### src/rtl/lfsf_pkg.sv
`timescale 1ns / 1ps

package lfsf_pkg;

  // Command codes carried in s_tuser
  localparam logic [1:0] CMD_CELL      = 2'd0;
  localparam logic [1:0] CMD_CANDIDATE = 2'd1;
  localparam logic [1:0] CMD_REPORT    = 2'd2;

  localparam int          SIDE_W   = 7;
  localparam logic [6:0]  SIDE_MAX = 7'd127;
  localparam logic [7:0]  FIT_NONE = 8'hFF;  // -1

  typedef logic [SIDE_W-1:0] side_t;

endpackage

### src/rtl/largest_free_square_fit_unit.sv
`timescale 1ns / 1ps

// Channel   Dir  Bits  Contents
// s_*       in   8+2   tdata: cell_free[0], candidate_size[7:1]; tuser: command
// m_*       out  16    tdata: best_fit[7:0] (signed), largest_square[14:8]
// cfg_*     in   7     column_count, written when cfg_write is high
//
// One transfer per clock sustained. Two stages: the accept edge updates the
// row position and reads the line buffer (synchronous memory); the
// next cycle forms 1 + min(left, above, above-left), writes it back and
// updates the running maximum. A write and a read of the same column on one
// edge are resolved by forwarding. Only a report waiting on a full output
// register stalls the input. No clearing pass: a fill count marks which line
// buffer columns hold data of the current job. rst is synchronous.
module largest_free_square_fit_unit
  import lfsf_pkg::*;
#(
  parameter int MAX_COLUMNS = 64
) (
  input  logic        clk,
  input  logic        rst,
  input  logic        cfg_write,
  input  logic [6:0]  cfg_data,      // column_count
  input  logic        s_tvalid,
  output logic        s_tready,
  input  logic [7:0]  s_tdata,       // [0] cell_free, [7:1] candidate_size
  input  logic [1:0]  s_tuser,       // command
  output logic        m_tvalid,
  input  logic        m_tready,
  output logic [15:0] m_tdata        // [7:0] best_fit, [14:8] largest_square
);

  localparam int PW = (MAX_COLUMNS > 1) ? $clog2(MAX_COLUMNS) : 1;
  localparam int FW = PW + 1;

  // configuration
  logic [6:0] column_count;

  // row tracking (accept side)
  logic [PW-1:0] column_position;
  logic          first_row;
  logic [FW-1:0] fill;        // columns 0..fill-1 written in this job

  // line buffer
  side_t         row_mem [MAX_COLUMNS];
  side_t         mem_q;
  logic          fwd_hit;
  side_t         fwd_val;

  // process stage register
  logic          p_valid;
  logic [1:0]    p_cmd;
  logic          p_free;
  logic [6:0]    p_size;
  logic [PW-1:0] p_pos;
  logic          p_pos_zero;
  logic          p_first;
  logic          p_up_ok;

  // job state (process side)
  side_t         left_value;
  side_t         diagonal_value;
  side_t         max_side;
  side_t         best;        // zero means no candidate fits
  logic [127:0]  cand_set;

  logic          s_fire;
  logic          p_stall;
  logic          p_cell;
  logic          wrap;
  logic [FW-1:0] pos_inc;

  side_t         up;
  side_t         left;
  side_t         diag;
  side_t         min_v;
  logic  [7:0]   sum;
  side_t         val;

  assign p_stall  = p_valid && (p_cmd == CMD_REPORT) && m_tvalid && !m_tready;
  assign s_tready = !p_stall;
  assign s_fire   = s_tvalid && s_tready;
  assign p_cell   = p_valid && (p_cmd == CMD_CELL);

  assign pos_inc = FW'(column_position) + FW'(1);
  assign wrap    = int'(pos_inc) >= int'(column_count);

  // --- square side of the cell in the process stage
  always_comb begin
    up    = p_up_ok ? (fwd_hit ? fwd_val : mem_q) : '0;
    left  = p_pos_zero ? '0 : left_value;
    diag  = (p_pos_zero || p_first) ? '0 : diagonal_value;
    min_v = (left < up) ? left : up;
    min_v = (min_v < diag) ? min_v : diag;
    sum   = {1'b0, min_v} + 8'd1;
    if (!p_free) begin
      val = '0;
    end else if (sum > {1'b0, SIDE_MAX}) begin
      val = SIDE_MAX;
    end else begin
      val = sum[6:0];
    end
  end

  // --- configuration register; 0 acts as 1, above the buffer depth clamps
  always_ff @(posedge clk) begin
    if (rst) begin
      column_count <= 7'd1;
    end else if (cfg_write) begin
      if (cfg_data == 7'd0) begin
        column_count <= 7'd1;
      end else if (int'(cfg_data) > MAX_COLUMNS) begin
        column_count <= 7'(MAX_COLUMNS);
      end else begin
        column_count <= cfg_data;
      end
    end
  end

  // --- accept side: position, first-row flag, fill count, pipeline register
  always_ff @(posedge clk) begin
    if (rst) begin
      column_position <= '0;
      first_row       <= 1'b1;
      fill            <= '0;
      p_valid         <= 1'b0;
    end else begin
      if (s_fire) begin
        p_valid <= 1'b1;
        case (s_tuser)
          CMD_CELL: begin
            if (wrap) begin
              column_position <= '0;
              first_row       <= 1'b0;
            end else begin
              column_position <= pos_inc[PW-1:0];
            end
            if (pos_inc > fill) begin
              fill <= pos_inc;
            end
          end
          CMD_REPORT: begin
            column_position <= '0;
            first_row       <= 1'b1;
            fill            <= '0;
          end
          default: begin
          end
        endcase
      end else if (!p_stall) begin
        p_valid <= 1'b0;
      end
    end
  end

  // payload of the process stage
  always_ff @(posedge clk) begin
    if (s_fire) begin
      p_cmd      <= s_tuser;
      p_free     <= s_tdata[0];
      p_size     <= s_tdata[7:1];
      p_pos      <= column_position;
      p_pos_zero <= (column_position == '0);
      p_first    <= first_row;
      p_up_ok    <= !first_row && (FW'(column_position) < fill);
    end
  end

  // --- line buffer: write from the process stage, read on accept
  always_ff @(posedge clk) begin
    if (p_cell) begin
      row_mem[p_pos] <= val;
    end
    if (s_fire) begin
      mem_q   <= row_mem[column_position];
      fwd_hit <= p_cell && (p_pos == column_position);
      fwd_val <= val;
    end
  end

  // --- process side: running values, candidates, report
  always_ff @(posedge clk) begin
    if (rst) begin
      max_side <= '0;
      best     <= '0;
      cand_set <= '0;
      m_tvalid <= 1'b0;
    end else begin
      if (m_tready) begin
        m_tvalid <= 1'b0;
      end
      if (p_valid && !p_stall) begin
        case (p_cmd)
          CMD_CELL: begin
            // a cell grows the maximum by at most one
            if (val > max_side) begin
              max_side <= val;
              if (cand_set[val]) begin
                best <= val;
              end
            end
          end
          CMD_CANDIDATE: begin
            if (p_size != 7'd0) begin
              cand_set[p_size] <= 1'b1;
              if (p_size <= max_side && p_size > best) begin
                best <= p_size;
              end
            end
          end
          CMD_REPORT: begin
            m_tvalid <= 1'b1;
            max_side <= '0;
            best     <= '0;
            cand_set <= '0;
          end
          default: begin
          end
        endcase
      end
    end
  end

  // neighbor values; masked by position flags, so no reset needed
  always_ff @(posedge clk) begin
    if (p_cell) begin
      left_value     <= val;
      diagonal_value <= up;
    end
  end

  always_ff @(posedge clk) begin
    if (p_valid && !p_stall && (p_cmd == CMD_REPORT)) begin
      m_tdata[7:0]  <= (best == '0) ? FIT_NONE : {1'b0, best};
      m_tdata[14:8] <= max_side;
      m_tdata[15]   <= 1'b0;
    end
  end

  // --- assertions
  a_best_fits: assert property (@(posedge clk) disable iff (rst)
    best <= max_side)
    else $error("best candidate exceeds largest square");

  a_report_out: assert property (@(posedge clk) disable iff (rst)
    (p_valid && (p_cmd == CMD_REPORT) && !p_stall) |=> m_tvalid)
    else $error("report transfer produced no result");

  a_fill_bound: assert property (@(posedge clk) disable iff (rst)
    int'(fill) <= MAX_COLUMNS)
    else $error("fill count beyond line buffer depth");

  a_stall_hold: assert property (@(posedge clk) disable iff (rst)
    p_stall |=> (p_valid && (p_cmd == CMD_REPORT)))
    else $error("stalled report lost from process stage");

endmodule

### config.mk
export PLATFORM = sky130hd
export DESIGN_NAME = largest_free_square_fit_unit
export DESIGN_NICKNAME = d
export VERILOG_FILES = /design/src/rtl/lfsf_pkg.sv /design/src/rtl/largest_free_square_fit_unit.sv
export SDC_FILE = /design/constraint.sdc
export NUM_CORES = 1
export LEC_CHECK = 0
export BUFFER_PORTS_ARGS = -buffer_cell sky130_fd_sc_hd__buf_4
export CAP_MARGIN = 20
export CORE_MARGIN = 2
export CORE_UTILIZATION = 38
export DETAILED_ROUTE_END_ITERATION = 16
export PLACE_DENSITY = 0.54
export RECOVER_POWER = 50
export SLEW_MARGIN = 25
export SYNTH_ARGS = -nofsm -noshare
export SYNTH_HDL_FRONTEND = slang
export SYNTH_SLANG_ARGS = --single-unit
### constraint.sdc
create_clock -name clk -period 14.85 [get_ports clk]
set_input_delay 1.485 -clock clk [delete_from_list [all_inputs] [get_ports clk]]
set_output_delay 1.485 -clock clk [all_outputs]
set_load 0.05 [all_outputs]
* Yosys cells after proc, flatten, opt, wreduce, memory -nomap -nowiden
Memories as Yosys holds them, arrays and structs flattened. A register that Yosys moved wholly into a read port is not among the register bits.
Index checks and enable logic that the tools add are counted.
** Word-level totals
- Register bits after elaboration :: 221
- Memory bits (writable) :: 448
- Input bits :: 22
- Output and inout port bits :: 18
- Word-level logic and storage cells :: 118
- Memories :: 1
** Operators by class
- Add/sub/neg operators :: 2
- Magnitude comparators :: 13
- Equality and inequality tests :: 11
- Mux-type cells :: 37
- Bitwise logic cells :: 1
- Reduce and logical (&&, ||, !) cells :: 31
** Memories
- row_mem :: depth 64, width 7, read ports 1, clocked after Yosys merged registers in 1, write ports 1, line largest_free_square_fit_unit.sv:45 : side_t row_mem [MAX_COLUMNS];
** Operators with widths (count)
- one-hot mux 128 bit (2 select lines) :: 1
- two-way mux 128 bit :: 1
- bitwise OR 128 bit :: 1
- two-way mux 7 bit :: 16
- one-hot mux 7 bit (2 select lines) :: 2
- > comparator 7 bit :: 3
- one-hot mux 7 bit (3 select lines) :: 1
- less-than comparator 7 x 8 -> 1 bit (second input constant) :: 2
- zero test 7 bit :: 2
- less-than comparator 7 bit :: 2
- one-hot mux 6 bit (2 select lines) :: 1
- AND reduction 3 bit :: 4
- logical AND 1 bit :: 11
- two-way mux 1 bit :: 10
- inequality test 2 bit (second input constant) :: 5
- adder 7 x 1 -> 8 bit (second input constant) :: 1
- > comparator 8 x 7 -> 1 bit (second input constant) :: 1
- two-way mux 8 bit :: 1
- adder 6 x 1 -> 7 bit (second input constant) :: 1
- binary-select mux 1 bit (select 7 bit) :: 1
- demux 1 bit (select 7 bit) :: 1
- >= comparator 7 x 1 -> 1 bit (second input constant) :: 1
- >= comparator 7 bit :: 1
- > comparator 7 bit (second input constant) :: 1
- 17 further kinds :: 24

* Logic depth before layout (Yosys ltp)
Gate-level depths: netlist of run 1.
- Depth after elaboration :: 15
- Mapped depth :: 36
- Mapped depth without buffers :: 32

* Least setup slack after synthesis of run 1
Ideal clock, no wire load.
- Path kind :: flip-flop to flip-flop
- From :: register fwd_hit
- To :: register max_side[3]
- Arrival :: 7.514 ns
- Data required time :: 14.722 ns
- Setup slack :: 7.208 ns
- Cell stages (with the launch flop) :: 28
- Buffers on the path :: 3
- Clock period less this slack :: 7.642 ns
- Path through :: edfxtp_1 buf_6 mux2_2 nand2_1 ha_1 nand3_1 o221ai_1 a21oi_2 buf_2 mux2i_1 ha_1 a21oi_1 o21ai_0 a311o_1 o31ai_2 buf_2 a31oi_1 nor2_1 ha_1 a21o_1 a21oi_1 o21ai_0 o21ai_0 and2_1 o21bai_1 nor2_1 a22oi_1 nor2_1
** On the way
- Word-level cells in the longest chain between the ends :: 13
** Ends and longest elaborated chain
- start, declared :: line largest_free_square_fit_unit.sv:47 : logic fwd_hit;
- start signal, assigned :: line largest_free_square_fit_unit.sv:176 : fwd_hit <= p_cell && (p_pos == column_position);
- two-way mux 7 bit * (2 in series) :: line largest_free_square_fit_unit.sv:90 : up = p_up_ok ? (fwd_hit ? fwd_val : mem_q) : '0;
- less-than comparator 7 bit :: line largest_free_square_fit_unit.sv:93 : min_v = (left < up) ? left : up;
- two-way mux 7 bit * :: line largest_free_square_fit_unit.sv:93
- less-than comparator 7 bit :: line largest_free_square_fit_unit.sv:94 : min_v = (min_v < diag) ? min_v : diag;
- two-way mux 7 bit * :: line largest_free_square_fit_unit.sv:94
- adder 7 x 1 -> 8 bit * :: line largest_free_square_fit_unit.sv:95 : sum = {1'b0, min_v} + 8'd1;
- > comparator 8 x 7 -> 1 bit :: line largest_free_square_fit_unit.sv:98 : end else if (sum > {1'b0, SIDE_MAX}) begin
- two-way mux 7 bit * :: line largest_free_square_fit_unit.sv:98
- two-way mux 7 bit * :: line largest_free_square_fit_unit.sv:96 : if (!p_free) begin
- via val[5] :: line largest_free_square_fit_unit.sv:78 : side_t val;
- > comparator 7 bit * :: line largest_free_square_fit_unit.sv:196 : if (val > max_side) begin
- inequality test 2 x 1 -> 1 bit (no source line) *
- AND reduction 3 bit (no source line) *
- end signal, assigned :: line largest_free_square_fit_unit.sv:197 : max_side <= val;
- end, declared :: line largest_free_square_fit_unit.sv:63 : side_t max_side;
Mark *: on every way through the listed nets, which the timed path passes. The rest lies on a longest branch. The select of a mux whose other input is x is not followed.
A chain may end at the register's enable or synchronous reset.

* Final worst setup path of run 1
- From :: register fwd_hit
- To :: register best[2]
** On the way
- Word-level cells in the longest chain between the ends :: 14
** Ends and longest elaborated chain
- two-way mux 7 bit * (2 in series) :: line largest_free_square_fit_unit.sv:90
- less-than comparator 7 bit :: line largest_free_square_fit_unit.sv:93
- two-way mux 7 bit * :: line largest_free_square_fit_unit.sv:93
- less-than comparator 7 bit :: line largest_free_square_fit_unit.sv:94
- two-way mux 7 bit * :: line largest_free_square_fit_unit.sv:94
- adder 7 x 1 -> 8 bit * :: line largest_free_square_fit_unit.sv:95
- > comparator 8 x 7 -> 1 bit :: line largest_free_square_fit_unit.sv:98
- two-way mux 7 bit * :: line largest_free_square_fit_unit.sv:98
- two-way mux 7 bit * :: line largest_free_square_fit_unit.sv:96
- binary-select mux 1 bit (select 7 bit) :: line largest_free_square_fit_unit.sv:198 : if (cand_set[val]) begin
- two-way mux 1 bit (implied by the code) :: line largest_free_square_fit_unit.sv:198
- inequality test 2 x 1 -> 1 bit (no source line)
- AND reduction 6 bit (no source line)
- end signal, assigned :: line largest_free_square_fit_unit.sv:199 : best <= val;
- end signal, assigned :: line largest_free_square_fit_unit.sv:207 : best <= p_size;
- end, declared :: line largest_free_square_fit_unit.sv:64 : side_t best;
Every way passes the cells marked *; elsewhere a longest branch is shown, timed or not. The select of a mux whose other input is x is not followed.

==> results of run 1 <==
## Yosys cell counts (all sizes together) (26+ instances only)
master  instances
edfxtp        511
nor2          288
a21oi         171
dfxtp         165
mux4          133
clkbuf         92
nand2          83
inv            64
ha             59
o21ai          51
mux2i          44
nor3           38
nand3          28
nand2b         27
buf            26
## path summary, 6_finish.rpt
path | end | from | cells past startpoint | slack, ns
hold / removal | cand_set[0] | cand_set[0] | 2 | 0.44
setup reg to reg | best[2] | fwd_hit | 27 | 5.83
hold reg to reg | cand_set[0] | cand_set[0] | 2 | 0.44
setup / recovery | best[2] | fwd_hit | 27 | 5.83
## worst min-delay path, cell delays in order, from the launching register on
cell and delay (ns):
sky130_fd_sc_hd__dfxtp_1 0.32, sky130_fd_sc_hd__inv_1 0.05, sky130_fd_sc_hd__nor2_1 0.04
## metrics by stage
stage               util (%)  hold slack (ns)  instance area (sq um)  power (mW)  setup WS (ns)
finish                 42.92           0.4425                  32540       4.243          5.830
global route           42.92           0.4595                  32540       4.392          5.189
CTS                    43.08           0.4384                  32670       4.281          5.903
detailed placement     40.06           0.4277                  30370       2.524          5.960
global placement       40.04           0.4203                  30360       2.519          6.145
floorplan                  -           0.4081                  29020       2.384          7.208
## area by class of cell
| cell class | count | area (sq um) |
|---|---|---|
| Fill cell | 6931 | 43280 |
| Sequential cell | 676 | 18650 |
| Multi-Input combinational cell | 1223 | 9687 |
| Clock buffer | 89 | 1866 |
| Tap cell | 978 | 1224 |
| Timing Repair Buffer | 72 | 442.9 |
| Clock inverter | 42 | 427.9 |
| Inverter | 65 | 244.0 |
## power by group
| part | internal [mW] | switching (mW) |
|---|---|---|
| combinational | 0.127 | 0.274 |
| sequential | 2.07 | 0.0167 |
| clock | 1.01 | 0.752 |
## routing by layer
metal | part of all wire (%) | track usage (%) | routed length, um
met5 | 0 | 0 | 0
met4 | 3.0 | 6.650 | 2251
met3 | 5.1 | 2.840 | 3825
met2 | 48 | 31.28 | 35840
met1 | 44 | 25.88 | 32670
## registers in the layout, summed over array words and instances (netlist names), 2 cells and up
name / flops
mem_q: 7
p_size: 7
max_side: 7
m_tdata: 15
fwd_val: 7
diagonal_value: 7
p_pos: 6
p_cmd: 2
best: 7
column_position: 6
row_mem: 448
left_value: 7
cand_set: 128
column_count: 7
fill: 7
## cells by family after synthesis
family,after synthesis,synth area share (%)
other cells,1,0.01292
mux,202,12.85
buf+inv,183,2.492
simple gates,581,9.330
compound gates,365,8.058
fa+ha+maj,59,2.544
xor+xnor,15,0.4527
flops,676,64.26
==> impl_metrics.xml, run 1 <==
<?xml version="1.0" encoding="UTF-8"?>
<metrics>
  <group name="timing">
    <metric name="fmax" unit="MHz">110.9</metric>
    <metric name="finalClockSkew" unit="ns">0.02415</metric>
    <metric name="post-route-period-util" unit="%">60.74</metric>
    <metric name="worstMarginPinSlew" unit="ns">4.026</metric>
    <metric name="timing.setup.tns" unit="ns">0</metric>
    <metric name="max-slew-margin-rel" unit="%">-168.4</metric>
    <metric name="final.min_clock_period" unit="ns">9.020</metric>
    <metric name="grt_setup_unrepaired" unit="">false</metric>
    <metric name="drv_slew" unit="">350</metric>
    <metric name="timing.final.setup_violations" unit="">0</metric>
    <metric name="hold_violations" unit="">0</metric>
  </group>
  <group name="floorplanning">
    <metric name="num_io_pins" unit="">40</metric>
    <metric name="floorplan.core_area" unit="sq um">75820</metric>
    <metric name="die_area" unit="sq um">78590</metric>
    <metric name="floorplan.die.height" unit="um">280.3</metric>
    <metric name="chipWidth" unit="um">280.3</metric>
    <metric name="floorplan.initialDensity" unit="%">38.27</metric>
    <metric name="rows" unit="">101</metric>
  </group>
  <group name="synth">
    <metric name="synth-seq-area-share" unit="%">64.26</metric>
    <metric name="post_synth_num_cell_types" unit="">87</metric>
    <metric name="yosysTopAreaCellShare" unit="%">52.88</metric>
    <metric name="ys_seq_elements" unit="">676</metric>
    <metric name="synthesis.area" unit="sq um">29020</metric>
    <metric name="mappedNetlistNets" unit="">2163</metric>
    <metric name="number_of_flops_mapped_to_enable_cells_by_yosys" unit="">511</metric>
    <metric name="synth_async_sr_flop_share" unit="%">0</metric>
    <metric name="synth_top_cell_by_area" unit="">sky130_fd_sc_hd__edfxtp_1</metric>
    <metric name="synth-warning-count" unit="">0</metric>
    <metric name="synth_ff_type" unit="">sky130_fd_sc_hd__edfxtp_1</metric>
    <metric name="yosys-top-cells-area" unit="">sky130_fd_sc_hd__edfxtp_1 (53%), sky130_fd_sc_hd__dfxtp_1 (11%), sky130_fd_sc_hd__mux4_2 (10%), sky130_fd_sc_hd__nor2_1 (3.7%), sky130_fd_sc_hd__a21oi_1 (2.9%)</metric>
    <metric name="synthCells" unit="">2082</metric>
    <metric name="avgSynthCellArea" unit="sq um">13.94</metric>
  </group>
  <group name="drt">
    <metric name="drtPass1Iterations" unit="">6</metric>
    <metric name="drt-vias-per-instance" unit="">5.620</metric>
    <metric name="drc" unit="">0</metric>
    <metric name="postRouteAntennaNets" unit="">0</metric>
    <metric name="route.detailed.wl_per_inst" unit="um">23.72</metric>
    <metric name="drt_iter0_drc" unit="">1696</metric>
    <metric name="route.vias.total" unit="">17680</metric>
    <metric name="detail_route.wirelength" unit="mm">74.59</metric>
  </group>
  <group name="critical_path">
    <metric name="critPathMaxStageDelay" unit="ns">0.71</metric>
    <metric name="critical_path.max_fanout" unit="">76</metric>
    <metric name="timing.critical_path.slowest_stage_cell" unit="">sky130_fd_sc_hd__o41ai_4</metric>
    <metric name="kind_of_start_point_of_the_critical_path" unit="">register</metric>
    <metric name="worst_setup_end_kind" unit="">register</metric>
    <metric name="critPathKind" unit="">reg2reg</metric>
    <metric name="critical_path_buf_inv_count" unit="">5</metric>
    <metric name="worst_ep_required_time" unit="ns">15.34</metric>
    <metric name="cp_data_arrival_time" unit="ns">9.51</metric>
    <metric name="cpLargestDelayFamily" unit="">compound AO/OA/AOI/OAI gates</metric>
  </group>
  <group name="global_route">
    <metric name="grt_first_pass_wirelength" unit="mm">112.5</metric>
    <metric name="grt_max_degree" unit="">91</metric>
    <metric name="grt_pass1_vias" unit="">17670</metric>
    <metric name="groute.usage.overall" unit="%">19.06</metric>
    <metric name="initial_antenna_violation_count" unit="">0</metric>
    <metric name="total_congestion_overflow" unit="">0</metric>
  </group>
  <group name="cts">
    <metric name="htree_levels" unit="">3</metric>
    <metric name="cts_resized" unit="">0</metric>
    <metric name="clkTransAtPathRegs" unit="ns">0.06</metric>
    <metric name="post_cts_buffers" unit="">0</metric>
    <metric name="ctsHoldBuffers" unit="">0</metric>
    <metric name="cts.sink_count" unit="">676</metric>
    <metric name="numCtsBuffers" unit="">72</metric>
    <metric name="tritoncts" unit="">done</metric>
    <metric name="cts.root.buffer_cell" unit="">sky130_fd_sc_hd__clkbuf_16</metric>
    <metric name="worst_skew_pair.late_latency" unit="ns">0.62</metric>
    <metric name="cts-root-to-sink-buffers" unit="">3</metric>
  </group>
  <group name="power_and_ir_drop">
    <metric name="static_power_due_to_leakage" unit="nW">10.62</metric>
    <metric name="cellPowerDensity" unit="nW/um^2">130.4</metric>
    <metric name="worst_ir_drop_vdd" unit="mV">0.09753</metric>
  </group>
  <group name="placement">
    <metric name="placed_cells" unit="">3014</metric>
    <metric name="gp_congestion" unit="">0.8696</metric>
    <metric name="port_buffers" unit="">38</metric>
    <metric name="dp.final_hpwl" unit="mm">46.63</metric>
  </group>
  <group name="finish">
    <metric name="final_cell_mix" unit="">sky130_fd_sc_hd__edfxtp_1 (511), sky130_fd_sc_hd__nor2_1 (286), sky130_fd_sc_hd__a21oi_1 (170)</metric>
    <metric name="design.final.nets" unit="">2191</metric>
    <metric name="antenna_cells" unit="">0</metric>
    <metric name="most_common_cell_after_layout_fill_and_taps_aside" unit="">sky130_fd_sc_hd__edfxtp_1</metric>
    <metric name="layout-drive-gt1-share" unit="%">16.11</metric>
    <metric name="finish.cell_count_without_fillers" unit="">3145</metric>
    <metric name="syn_to_final_growth" unit="%">12.13</metric>
  </group>
  <group name="outcome">
    <metric name="failed_checks" unit="">max-capacitance violations, max-slew violations</metric>
    <metric name="run_status" unit="">complete, but fails checks</metric>
  </group>
  <group name="min_path">
    <metric name="timing.hold.worst.class" unit="">reg2reg</metric>
  </group>
  <group name="flow_run">
    <metric name="drv.max_cap_violation_count" unit="">8</metric>
  </group>
</metrics>
Power figures use the tool's default switching activity.
==> run 2: changes to the inputs <==
--- a/config.mk
+++ b/config.mk
@@ -10,7 +10,7 @@
 export CORE_MARGIN = 2
 export CORE_UTILIZATION = 38
 export DETAILED_ROUTE_END_ITERATION = 16
-export PLACE_DENSITY = 0.54
+export PLACE_DENSITY = 0.56
 export RECOVER_POWER = 50
 export SLEW_MARGIN = 25
 export SYNTH_ARGS = -nofsm -noshare
==> constraint.sdc (replaced) <==
create_clock -name clk -period 7.8 [get_ports clk]
set_input_delay 0.78 -clock clk [delete_from_list [all_inputs] [get_ports clk]]
set_output_delay 0.78 -clock clk [all_outputs]
set_load 0.05 [all_outputs]
==> run 2 against run 1 <==
The run still ends with max-capacitance violations, max-slew violations left. Flip-flop and latch count did not move. Cell count rose by 0.51%. Non-clock buffer count rose by 14. Sequential power rose by 90%. First-iteration DRC count fell by 12%. Critical path depth fell by 3. Clock skew rose by 0.0064 ns. Critical path type unchanged. Critical endpoint is now best[6]. Largest cell class unchanged. Largest power group unchanged.
==> impl_metrics.xml, run 2 (synthesis results as in run 1) <==
<?xml version="1.0" encoding="UTF-8"?>
<metrics>
  <group name="floorplanning">
    <metric name="floorplan.die.height" unit="um">280.3</metric>
    <metric name="floorplan.initialDensity" unit="%">38.27</metric>
    <metric name="die_area" unit="sq um">78590</metric>
    <metric name="chipWidth" unit="um">280.3</metric>
    <metric name="num_io_pins" unit="">40</metric>
    <metric name="rows" unit="">101</metric>
    <metric name="floorplan.core_area" unit="sq um">75820</metric>
  </group>
  <group name="finish">
    <metric name="syn_to_final_growth" unit="%">12.75</metric>
    <metric name="final_cell_mix" unit="">sky130_fd_sc_hd__edfxtp_1 (511), sky130_fd_sc_hd__nor2_1 (286), sky130_fd_sc_hd__a21oi_1 (170)</metric>
    <metric name="layout-drive-gt1-share" unit="%">16.86</metric>
    <metric name="design.final.nets" unit="">2206</metric>
    <metric name="registers_with_the_most_flip_flops" unit="">row_mem x448, cand_set x128, m_tdata x15</metric>
    <metric name="n_fill_cell" unit="">6855</metric>
    <metric name="regMostFlops" unit="">row_mem</metric>
    <metric name="most_common_cell_after_layout_fill_and_taps_aside" unit="">sky130_fd_sc_hd__edfxtp_1</metric>
    <metric name="antenna_cells" unit="">0</metric>
    <metric name="postLayoutCoreUtil" unit="%">43.15</metric>
    <metric name="largest_register_ffs" unit="">448</metric>
  </group>
  <group name="global_route">
    <metric name="groute.usage.overall" unit="%">19.26</metric>
    <metric name="grt_pass1_vias" unit="">17860</metric>
    <metric name="grt_first_pass_wirelength" unit="mm">114.0</metric>
    <metric name="initial_antenna_violation_count" unit="">0</metric>
    <metric name="total_congestion_overflow" unit="">0</metric>
    <metric name="grt_max_degree" unit="">100</metric>
  </group>
  <group name="timing">
    <metric name="drv_slew" unit="">413</metric>
    <metric name="hold_violations" unit="">0</metric>
    <metric name="timing.final.ws_setup" unit="ns">0.4585</metric>
    <metric name="timing.final.setup_violations" unit="">0</metric>
    <metric name="final.min_clock_period" unit="ns">7.341</metric>
    <metric name="finalClockSkew" unit="ns">0.03056</metric>
    <metric name="timing.setup.tns" unit="ns">0</metric>
    <metric name="hold-worst-slack" unit="ns">0.3539</metric>
    <metric name="fmax" unit="MHz">136.2</metric>
    <metric name="post-route-period-util" unit="%">94.12</metric>
    <metric name="max-slew-margin-rel" unit="%">-165.4</metric>
    <metric name="worstMarginPinSlew" unit="ns">3.980</metric>
    <metric name="grt_setup_unrepaired" unit="">false</metric>
  </group>
  <group name="critical_path">
    <metric name="setup.reg_to_reg.worst_slack" unit="ns">0.46</metric>
    <metric name="timing.critical_path.slowest_stage_cell" unit="">sky130_fd_sc_hd__o41ai_4</metric>
    <metric name="regToRegStartpoint" unit="">fwd_hit</metric>
    <metric name="r2r.worst_path.cells" unit="">24</metric>
    <metric name="kind_of_start_point_of_the_critical_path" unit="">register</metric>
    <metric name="critPathMaxStageDelay" unit="ns">0.65</metric>
    <metric name="critical_path_buf_inv_count" unit="">1</metric>
    <metric name="critical_path.most_common_cell" unit="">sky130_fd_sc_hd__mux2i_1</metric>
    <metric name="cpLargestDelayFamily" unit="">compound AO/OA/AOI/OAI gates</metric>
    <metric name="critical_path.max_fanout" unit="">13</metric>
    <metric name="worst_ep_required_time" unit="ns">8.31</metric>
    <metric name="critPathKind" unit="">reg2reg</metric>
    <metric name="regToRegEndpoint" unit="">best[6]</metric>
    <metric name="worstPathCellList" unit="">mux2_2, nand2_1, ha_1, nand3_1, o221ai_1, a21oi_4, mux2i_1, ha_1, a21oi_1, o21ai_0, a311o_1, o31a_1, a21oi_1, ha_2, o31ai_1, o22ai_2, nand2_2, inv_2, mux2i_1, mux2i_1, o41ai_1, a211oi_1, o41ai_4, mux2_2</metric>
    <metric name="worst_setup_end_kind" unit="">register</metric>
    <metric name="cp_data_arrival_time" unit="ns">7.85</metric>
  </group>
  <group name="power_and_ir_drop">
    <metric name="worst_ir_drop_vdd" unit="mV">0.2021</metric>
    <metric name="cellPowerDensity" unit="nW/um^2">249.8</metric>
    <metric name="static_power_due_to_leakage" unit="nW">10.71</metric>
  </group>
  <group name="flow_run">
    <metric name="drv.max_cap_violation_count" unit="">10</metric>
  </group>
  <group name="drt">
    <metric name="detail_route.wirelength" unit="mm">75.17</metric>
    <metric name="route.detailed.wl_per_inst" unit="um">23.78</metric>
    <metric name="drt-vias-per-instance" unit="">5.659</metric>
    <metric name="drtPass1Iterations" unit="">5</metric>
    <metric name="drc" unit="">0</metric>
    <metric name="drt_iter0_drc" unit="">1491</metric>
    <metric name="route.vias.total" unit="">17890</metric>
    <metric name="postRouteAntennaNets" unit="">0</metric>
  </group>
  <group name="outcome">
    <metric name="run_status" unit="">complete, but fails checks</metric>
    <metric name="failed_checks" unit="">max-capacitance violations, max-slew violations</metric>
  </group>
  <group name="min_path">
    <metric name="timing.hold.worst.class" unit="">in2reg</metric>
    <metric name="timing.hold.worst.start" unit="">s_tdata[3]</metric>
    <metric name="worst_hold_path.num_cells" unit="">1</metric>
    <metric name="worstHoldEndpoint" unit="">p_size[2]</metric>
  </group>
  <group name="cts">
    <metric name="ctsHoldBuffers" unit="">0</metric>
    <metric name="post_cts_buffers" unit="">0</metric>
    <metric name="numCtsBuffers" unit="">73</metric>
    <metric name="htree_levels" unit="">3</metric>
    <metric name="tritoncts" unit="">done</metric>
    <metric name="cts-root-to-sink-buffers" unit="">3</metric>
    <metric name="clkTransAtPathRegs" unit="ns">0.06</metric>
    <metric name="cts_resized" unit="">0</metric>
    <metric name="worst_skew_pair.late_latency" unit="ns">0.63</metric>
    <metric name="cts.root.buffer_cell" unit="">sky130_fd_sc_hd__clkbuf_16</metric>
    <metric name="cts.sink_count" unit="">676</metric>
  </group>
  <group name="placement">
    <metric name="dp.final_hpwl" unit="mm">46.76</metric>
    <metric name="port_buffers" unit="">38</metric>
    <metric name="dp_slack" unit="ns">0.3072</metric>
    <metric name="gp_congestion" unit="">0.8862</metric>
  </group>
</metrics>
==> run 2: cell count changes in the layout (fill, tap and decap cells not counted), sizes merged <==
cell,previous run,this run
buf,36,46
clkbuf,125,133
bufinv,6,2
clkinv,28,31
clkinvlp,6,5
==> run 2: worst register-to-register path, stage by stage, from the launching register on <==
cell	delay, ns
sky130_fd_sc_hd__edfxtp_1	0.56
sky130_fd_sc_hd__mux2_2	0.39
sky130_fd_sc_hd__nand2_1	0.15
sky130_fd_sc_hd__ha_1	0.28
sky130_fd_sc_hd__nand3_1	0.18
sky130_fd_sc_hd__o221ai_1	0.31
sky130_fd_sc_hd__a21oi_4	0.38
sky130_fd_sc_hd__mux2i_1	0.44
sky130_fd_sc_hd__ha_1	0.32
sky130_fd_sc_hd__a21oi_1	0.18
sky130_fd_sc_hd__o21ai_0	0.13
sky130_fd_sc_hd__a311o_1	0.41
sky130_fd_sc_hd__o31a_1	0.29
sky130_fd_sc_hd__a21oi_1	0.18
sky130_fd_sc_hd__ha_2	0.34
sky130_fd_sc_hd__o31ai_1	0.13
sky130_fd_sc_hd__o22ai_2	0.20
sky130_fd_sc_hd__nand2_2	0.12
sky130_fd_sc_hd__inv_2	0.31
sky130_fd_sc_hd__mux2i_1	0.23
sky130_fd_sc_hd__mux2i_1	0.12
sky130_fd_sc_hd__o41ai_1	0.35
sky130_fd_sc_hd__a211oi_1	0.16
sky130_fd_sc_hd__o41ai_4	0.65
sky130_fd_sc_hd__mux2_2	0.40
==> run 2: per-stage QoR <==
stage               std cells  area [sq um]  total power [mW]
finish                   3161         32720             8.173
CTS                      3160         32870             8.235
global route             3161         32720             8.448
floorplan                2082         29020             4.538
global placement         3027         30480             4.841
detailed placement       3027         30500             4.853
==> run 2: metal layers <==
layer  GRT usage (%)  share of wire (%)  up-vias
met4           6.280                3.0        0
met2           31.50                 48      615
met1           26.33                 43     9063
met3           3.023                5.9      161
met5               0                  0        -
li1                -                  -     8048
==> run 2: worst max path at each step <==
stage                             end  depth (start not counted)    start  slack [ns]
after floorplan           max_side[3]                         27  fwd_hit        0.16
after global placement        best[6]                         28  fwd_hit        0.46
after detailed placement      best[6]                         23  fwd_hit        0.31
after CTS                     best[6]                         24  fwd_hit        0.29
after global routing          best[1]                         28  fwd_hit       0.004
final                         best[6]                         24  fwd_hit        0.46
==> run 2: power by group <==
part	switching [mW]	internal (mW)
Clock	1.46	1.92
Sequential	0.0296	3.93
Combinational	0.552	0.272
Total	2.05	6.13
==> run 2: final cells by class <==
type                       count  area [sq um]  area share, %
sequential                   676         18660          57.02
timing repair buffer          86         526.8          1.610
clock buffer                  93          2023          6.184
clock inverter                40         346.6          1.059
tap                          978          1224          3.740
inverter                      65         244.0         0.7457
multi-input combinational   1223          9699          29.64
==> run 3: changes to the inputs <==
--- a/config.mk
+++ b/config.mk
@@ -9,6 +9,7 @@
 export CAP_MARGIN = 20
 export CORE_MARGIN = 2
 export CORE_UTILIZATION = 38
+export CTS_BUF_LIST = sky130_fd_sc_hd__clkbuf_4 sky130_fd_sc_hd__clkbuf_8 sky130_fd_sc_hd__clkbuf_16
 export DETAILED_ROUTE_END_ITERATION = 16
 export PLACE_DENSITY = 0.56
 export RECOVER_POWER = 50
==> run 3 against run 2 <==
The run still ends with max-capacitance violations, max-slew violations left. Clock skew shrank 0.0022 ns. Maximum frequency grew 0.20%. Non-clock buffer count unchanged. Die area stayed put. Critical path depth is the same. Flip-flop and latch count stayed put. Utilization about the same. Wire length about the same. Hold slack got worse by 0.0016 ns. Sequential power barely moved. Power up 0.43%. Register-to-register slack about the same. Critical path type unchanged. Largest cell class unchanged.
==> impl_metrics.xml, run 3 (synthesis results as in run 1) <==
<?xml version="1.0" encoding="UTF-8"?>
<metrics>
  <group name="finish">
    <metric name="n_fill_cell" unit="">6847</metric>
    <metric name="syn_to_final_growth" unit="%">12.87</metric>
    <metric name="design.final.nets" unit="">2206</metric>
    <metric name="finish.cell_count_without_fillers" unit="">3161</metric>
    <metric name="most_common_cell_after_layout_fill_and_taps_aside" unit="">sky130_fd_sc_hd__edfxtp_1</metric>
    <metric name="largest_register_ffs" unit="">448</metric>
    <metric name="antenna_cells" unit="">0</metric>
    <metric name="layout-drive-gt1-share" unit="%">17.27</metric>
    <metric name="final_cell_mix" unit="">sky130_fd_sc_hd__edfxtp_1 (511), sky130_fd_sc_hd__nor2_1 (286), sky130_fd_sc_hd__a21oi_1 (170)</metric>
    <metric name="regMostFlops" unit="">row_mem</metric>
    <metric name="registers_with_the_most_flip_flops" unit="">row_mem x448, cand_set x128, m_tdata x15</metric>
  </group>
  <group name="critical_path">
    <metric name="regToRegEndpoint" unit="">best[6]</metric>
    <metric name="setup.reg_to_reg.worst_slack" unit="ns">0.47</metric>
    <metric name="critical_path.most_common_cell" unit="">sky130_fd_sc_hd__mux2i_1</metric>
    <metric name="regToRegStartpoint" unit="">fwd_hit</metric>
    <metric name="r2r.worst_path.cells" unit="">24</metric>
    <metric name="worst_ep_required_time" unit="ns">8.31</metric>
    <metric name="worst_setup_end_kind" unit="">register</metric>
    <metric name="timing.critical_path.slowest_stage_cell" unit="">sky130_fd_sc_hd__o41ai_4</metric>
    <metric name="critical_path.max_fanout" unit="">13</metric>
    <metric name="cp_data_arrival_time" unit="ns">7.84</metric>
    <metric name="critPathMaxStageDelay" unit="ns">0.64</metric>
    <metric name="worstPathCellList" unit="">mux2_2, nand2_1, ha_1, nand3_1, o221ai_1, a21oi_4, mux2i_1, ha_1, a21oi_1, o21ai_0, a311o_1, o31a_1, a21oi_1, ha_2, o31ai_1, o22ai_2, nand2_2, inv_2, mux2i_1, mux2i_1, o41ai_1, a211oi_1, o41ai_4, mux2_2</metric>
    <metric name="critPathKind" unit="">reg2reg</metric>
    <metric name="kind_of_start_point_of_the_critical_path" unit="">register</metric>
  </group>
  <group name="global_route">
    <metric name="grt_max_degree" unit="">100</metric>
    <metric name="groute.usage.overall" unit="%">19.27</metric>
    <metric name="grt_first_pass_wirelength" unit="mm">114.0</metric>
    <metric name="total_congestion_overflow" unit="">0</metric>
    <metric name="initial_antenna_violation_count" unit="">1</metric>
    <metric name="grt_pass1_vias" unit="">17860</metric>
  </group>
  <group name="power_and_ir_drop">
    <metric name="worst_ir_drop_vdd" unit="mV">0.2018</metric>
    <metric name="cellPowerDensity" unit="nW/um^2">250.6</metric>
    <metric name="total_power" unit="mW">8.208</metric>
    <metric name="static_power_due_to_leakage" unit="nW">10.74</metric>
  </group>
  <group name="floorplanning">
    <metric name="num_io_pins" unit="">40</metric>
    <metric name="die_area" unit="sq um">78590</metric>
    <metric name="floorplan.initialDensity" unit="%">38.27</metric>
    <metric name="chipWidth" unit="um">280.3</metric>
    <metric name="rows" unit="">101</metric>
    <metric name="floorplan.die.height" unit="um">280.3</metric>
    <metric name="floorplan.core_area" unit="sq um">75820</metric>
  </group>
  <group name="cts">
    <metric name="cts-root-to-sink-buffers" unit="">3</metric>
    <metric name="clkTransAtPathRegs" unit="ns">0.06</metric>
    <metric name="cts.root.buffer_cell" unit="">sky130_fd_sc_hd__clkbuf_16</metric>
    <metric name="worst_skew_pair.late_latency" unit="ns">0.63</metric>
    <metric name="tritoncts" unit="">done</metric>
    <metric name="cts.sink_count" unit="">676</metric>
    <metric name="htree_levels" unit="">3</metric>
    <metric name="post_cts_buffers" unit="">0</metric>
    <metric name="numCtsBuffers" unit="">73</metric>
  </group>
  <group name="min_path">
    <metric name="timing.hold.worst.class" unit="">in2reg</metric>
    <metric name="timing.hold.worst.start" unit="">s_tdata[3]</metric>
    <metric name="worstHoldEndpoint" unit="">p_size[2]</metric>
    <metric name="worst_hold_path.num_cells" unit="">1</metric>
  </group>
  <group name="outcome">
    <metric name="run_status" unit="">complete, but fails checks</metric>
    <metric name="failed_checks" unit="">max-capacitance violations, max-slew violations</metric>
  </group>
  <group name="drt">
    <metric name="route.detailed.wl_per_inst" unit="um">23.79</metric>
    <metric name="drc" unit="">0</metric>
    <metric name="route.vias.total" unit="">17860</metric>
    <metric name="postRouteAntennaNets" unit="">0</metric>
    <metric name="detail_route.wirelength" unit="mm">75.20</metric>
    <metric name="drt_iter0_drc" unit="">1493</metric>
    <metric name="drtPass1Iterations" unit="">5</metric>
    <metric name="drt-vias-per-instance" unit="">5.650</metric>
  </group>
  <group name="timing">
    <metric name="hold-worst-slack" unit="ns">0.3523</metric>
    <metric name="hold_violations" unit="">0</metric>
    <metric name="finalClockSkew" unit="ns">0.02839</metric>
    <metric name="grt_setup_unrepaired" unit="">false</metric>
    <metric name="timing.final.setup_violations" unit="">0</metric>
    <metric name="timing.setup.tns" unit="ns">0</metric>
    <metric name="fmax" unit="MHz">136.5</metric>
    <metric name="final.min_clock_period" unit="ns">7.327</metric>
    <metric name="drv_slew" unit="">413</metric>
    <metric name="max-slew-margin-rel" unit="%">-160.3</metric>
    <metric name="worstMarginPinSlew" unit="ns">3.904</metric>
    <metric name="post-route-period-util" unit="%">93.94</metric>
  </group>
  <group name="placement">
    <metric name="gp_congestion" unit="">0.8862</metric>
    <metric name="placed_cells" unit="">3027</metric>
    <metric name="dp.final_hpwl" unit="mm">46.76</metric>
    <metric name="port_buffers" unit="">38</metric>
  </group>
  <group name="flow_run">
    <metric name="drv.max_cap_violation_count" unit="">9</metric>
  </group>
</metrics>
==> run 3: per-stage QoR <==
| step | area (sq um) | util [%] | setup slack (ns) |
|---|---|---|---|
| 2_1_floorplan | 29020 | - | 0.1585 |
| 3_3_place_gp | 30480 | 40.20 | 0.4601 |
| 3_5_place_dp | 30500 | 40.22 | 0.3072 |
| 4_1_cts | 32900 | 43.39 | 0.2914 |
| 5_1_grt | 32750 | 43.20 | 0.003971 |
| 6_report | 32750 | 43.20 | 0.4729 |
==> run 3: critical path, delay by kind of cell (launching register included) <==
| family | cells | cell delay (ns) |
|---|---|---|
| mux | 5 | 1.60 |
| simple gates | 3 | 0.45 |
| fa+ha+maj | 3 | 0.94 |
| compound gates | 12 | 3.35 |
| flops | 1 | 0.56 |
| buf+inv | 1 | 0.32 |
==> run 3: cell type report <==
type	instances	area [sq um]	share of cell area (%)
clock inverters	40	346.6	1.058
flip-flops and latches	676	18660	56.96
multi-input cells	1223	9699	29.61
clock buffers	93	2057	6.280
inverters	65	244.0	0.7449
repair buffers	86	526.8	1.608
well taps	978	1224	3.736
==> run 3: where the power goes <==
part           switching (mW)  total [mW]  leakage [nW]  internal, mW
registers              0.0296        3.96          6.09          3.93
clock network            1.47        3.42          1.18          1.95
logic                   0.553       0.824          3.48         0.271
total                    2.05        8.21          10.7          6.16
==> run 3: metal layers <==
metal / vias up / share of wire [%] / global-route usage (%)
li1: 8049 / - / -
met1: 9071 / 43 / 26.36
met2: 588 / 48 / 31.54
met3: 151 / 5.9 / 2.956
met4: 0 / 2.9 / 6.280
met5: - / 0 / 0
==> run 3: what timing repair did <==
item	in CTS	in global routing
setup endpoints to repair	0	14
hold buffers	0	0
resized for setup	0	4
==> run 3: worst max-delay path by stage <==
| stage | start | slack (ns) | endpoint | cells after the start |
|---|---|---|---|---|
| after floorplan | fwd_hit | 0.16 | max_side[3] | 27 |
| after global placement | fwd_hit | 0.46 | best[6] | 28 |
| after detailed placement | fwd_hit | 0.31 | best[6] | 23 |
| after CTS | fwd_hit | 0.29 | best[6] | 24 |
| after global routing | fwd_hit | 0.004 | best[1] | 28 |
| final | fwd_hit | 0.47 | best[6] | 24 |
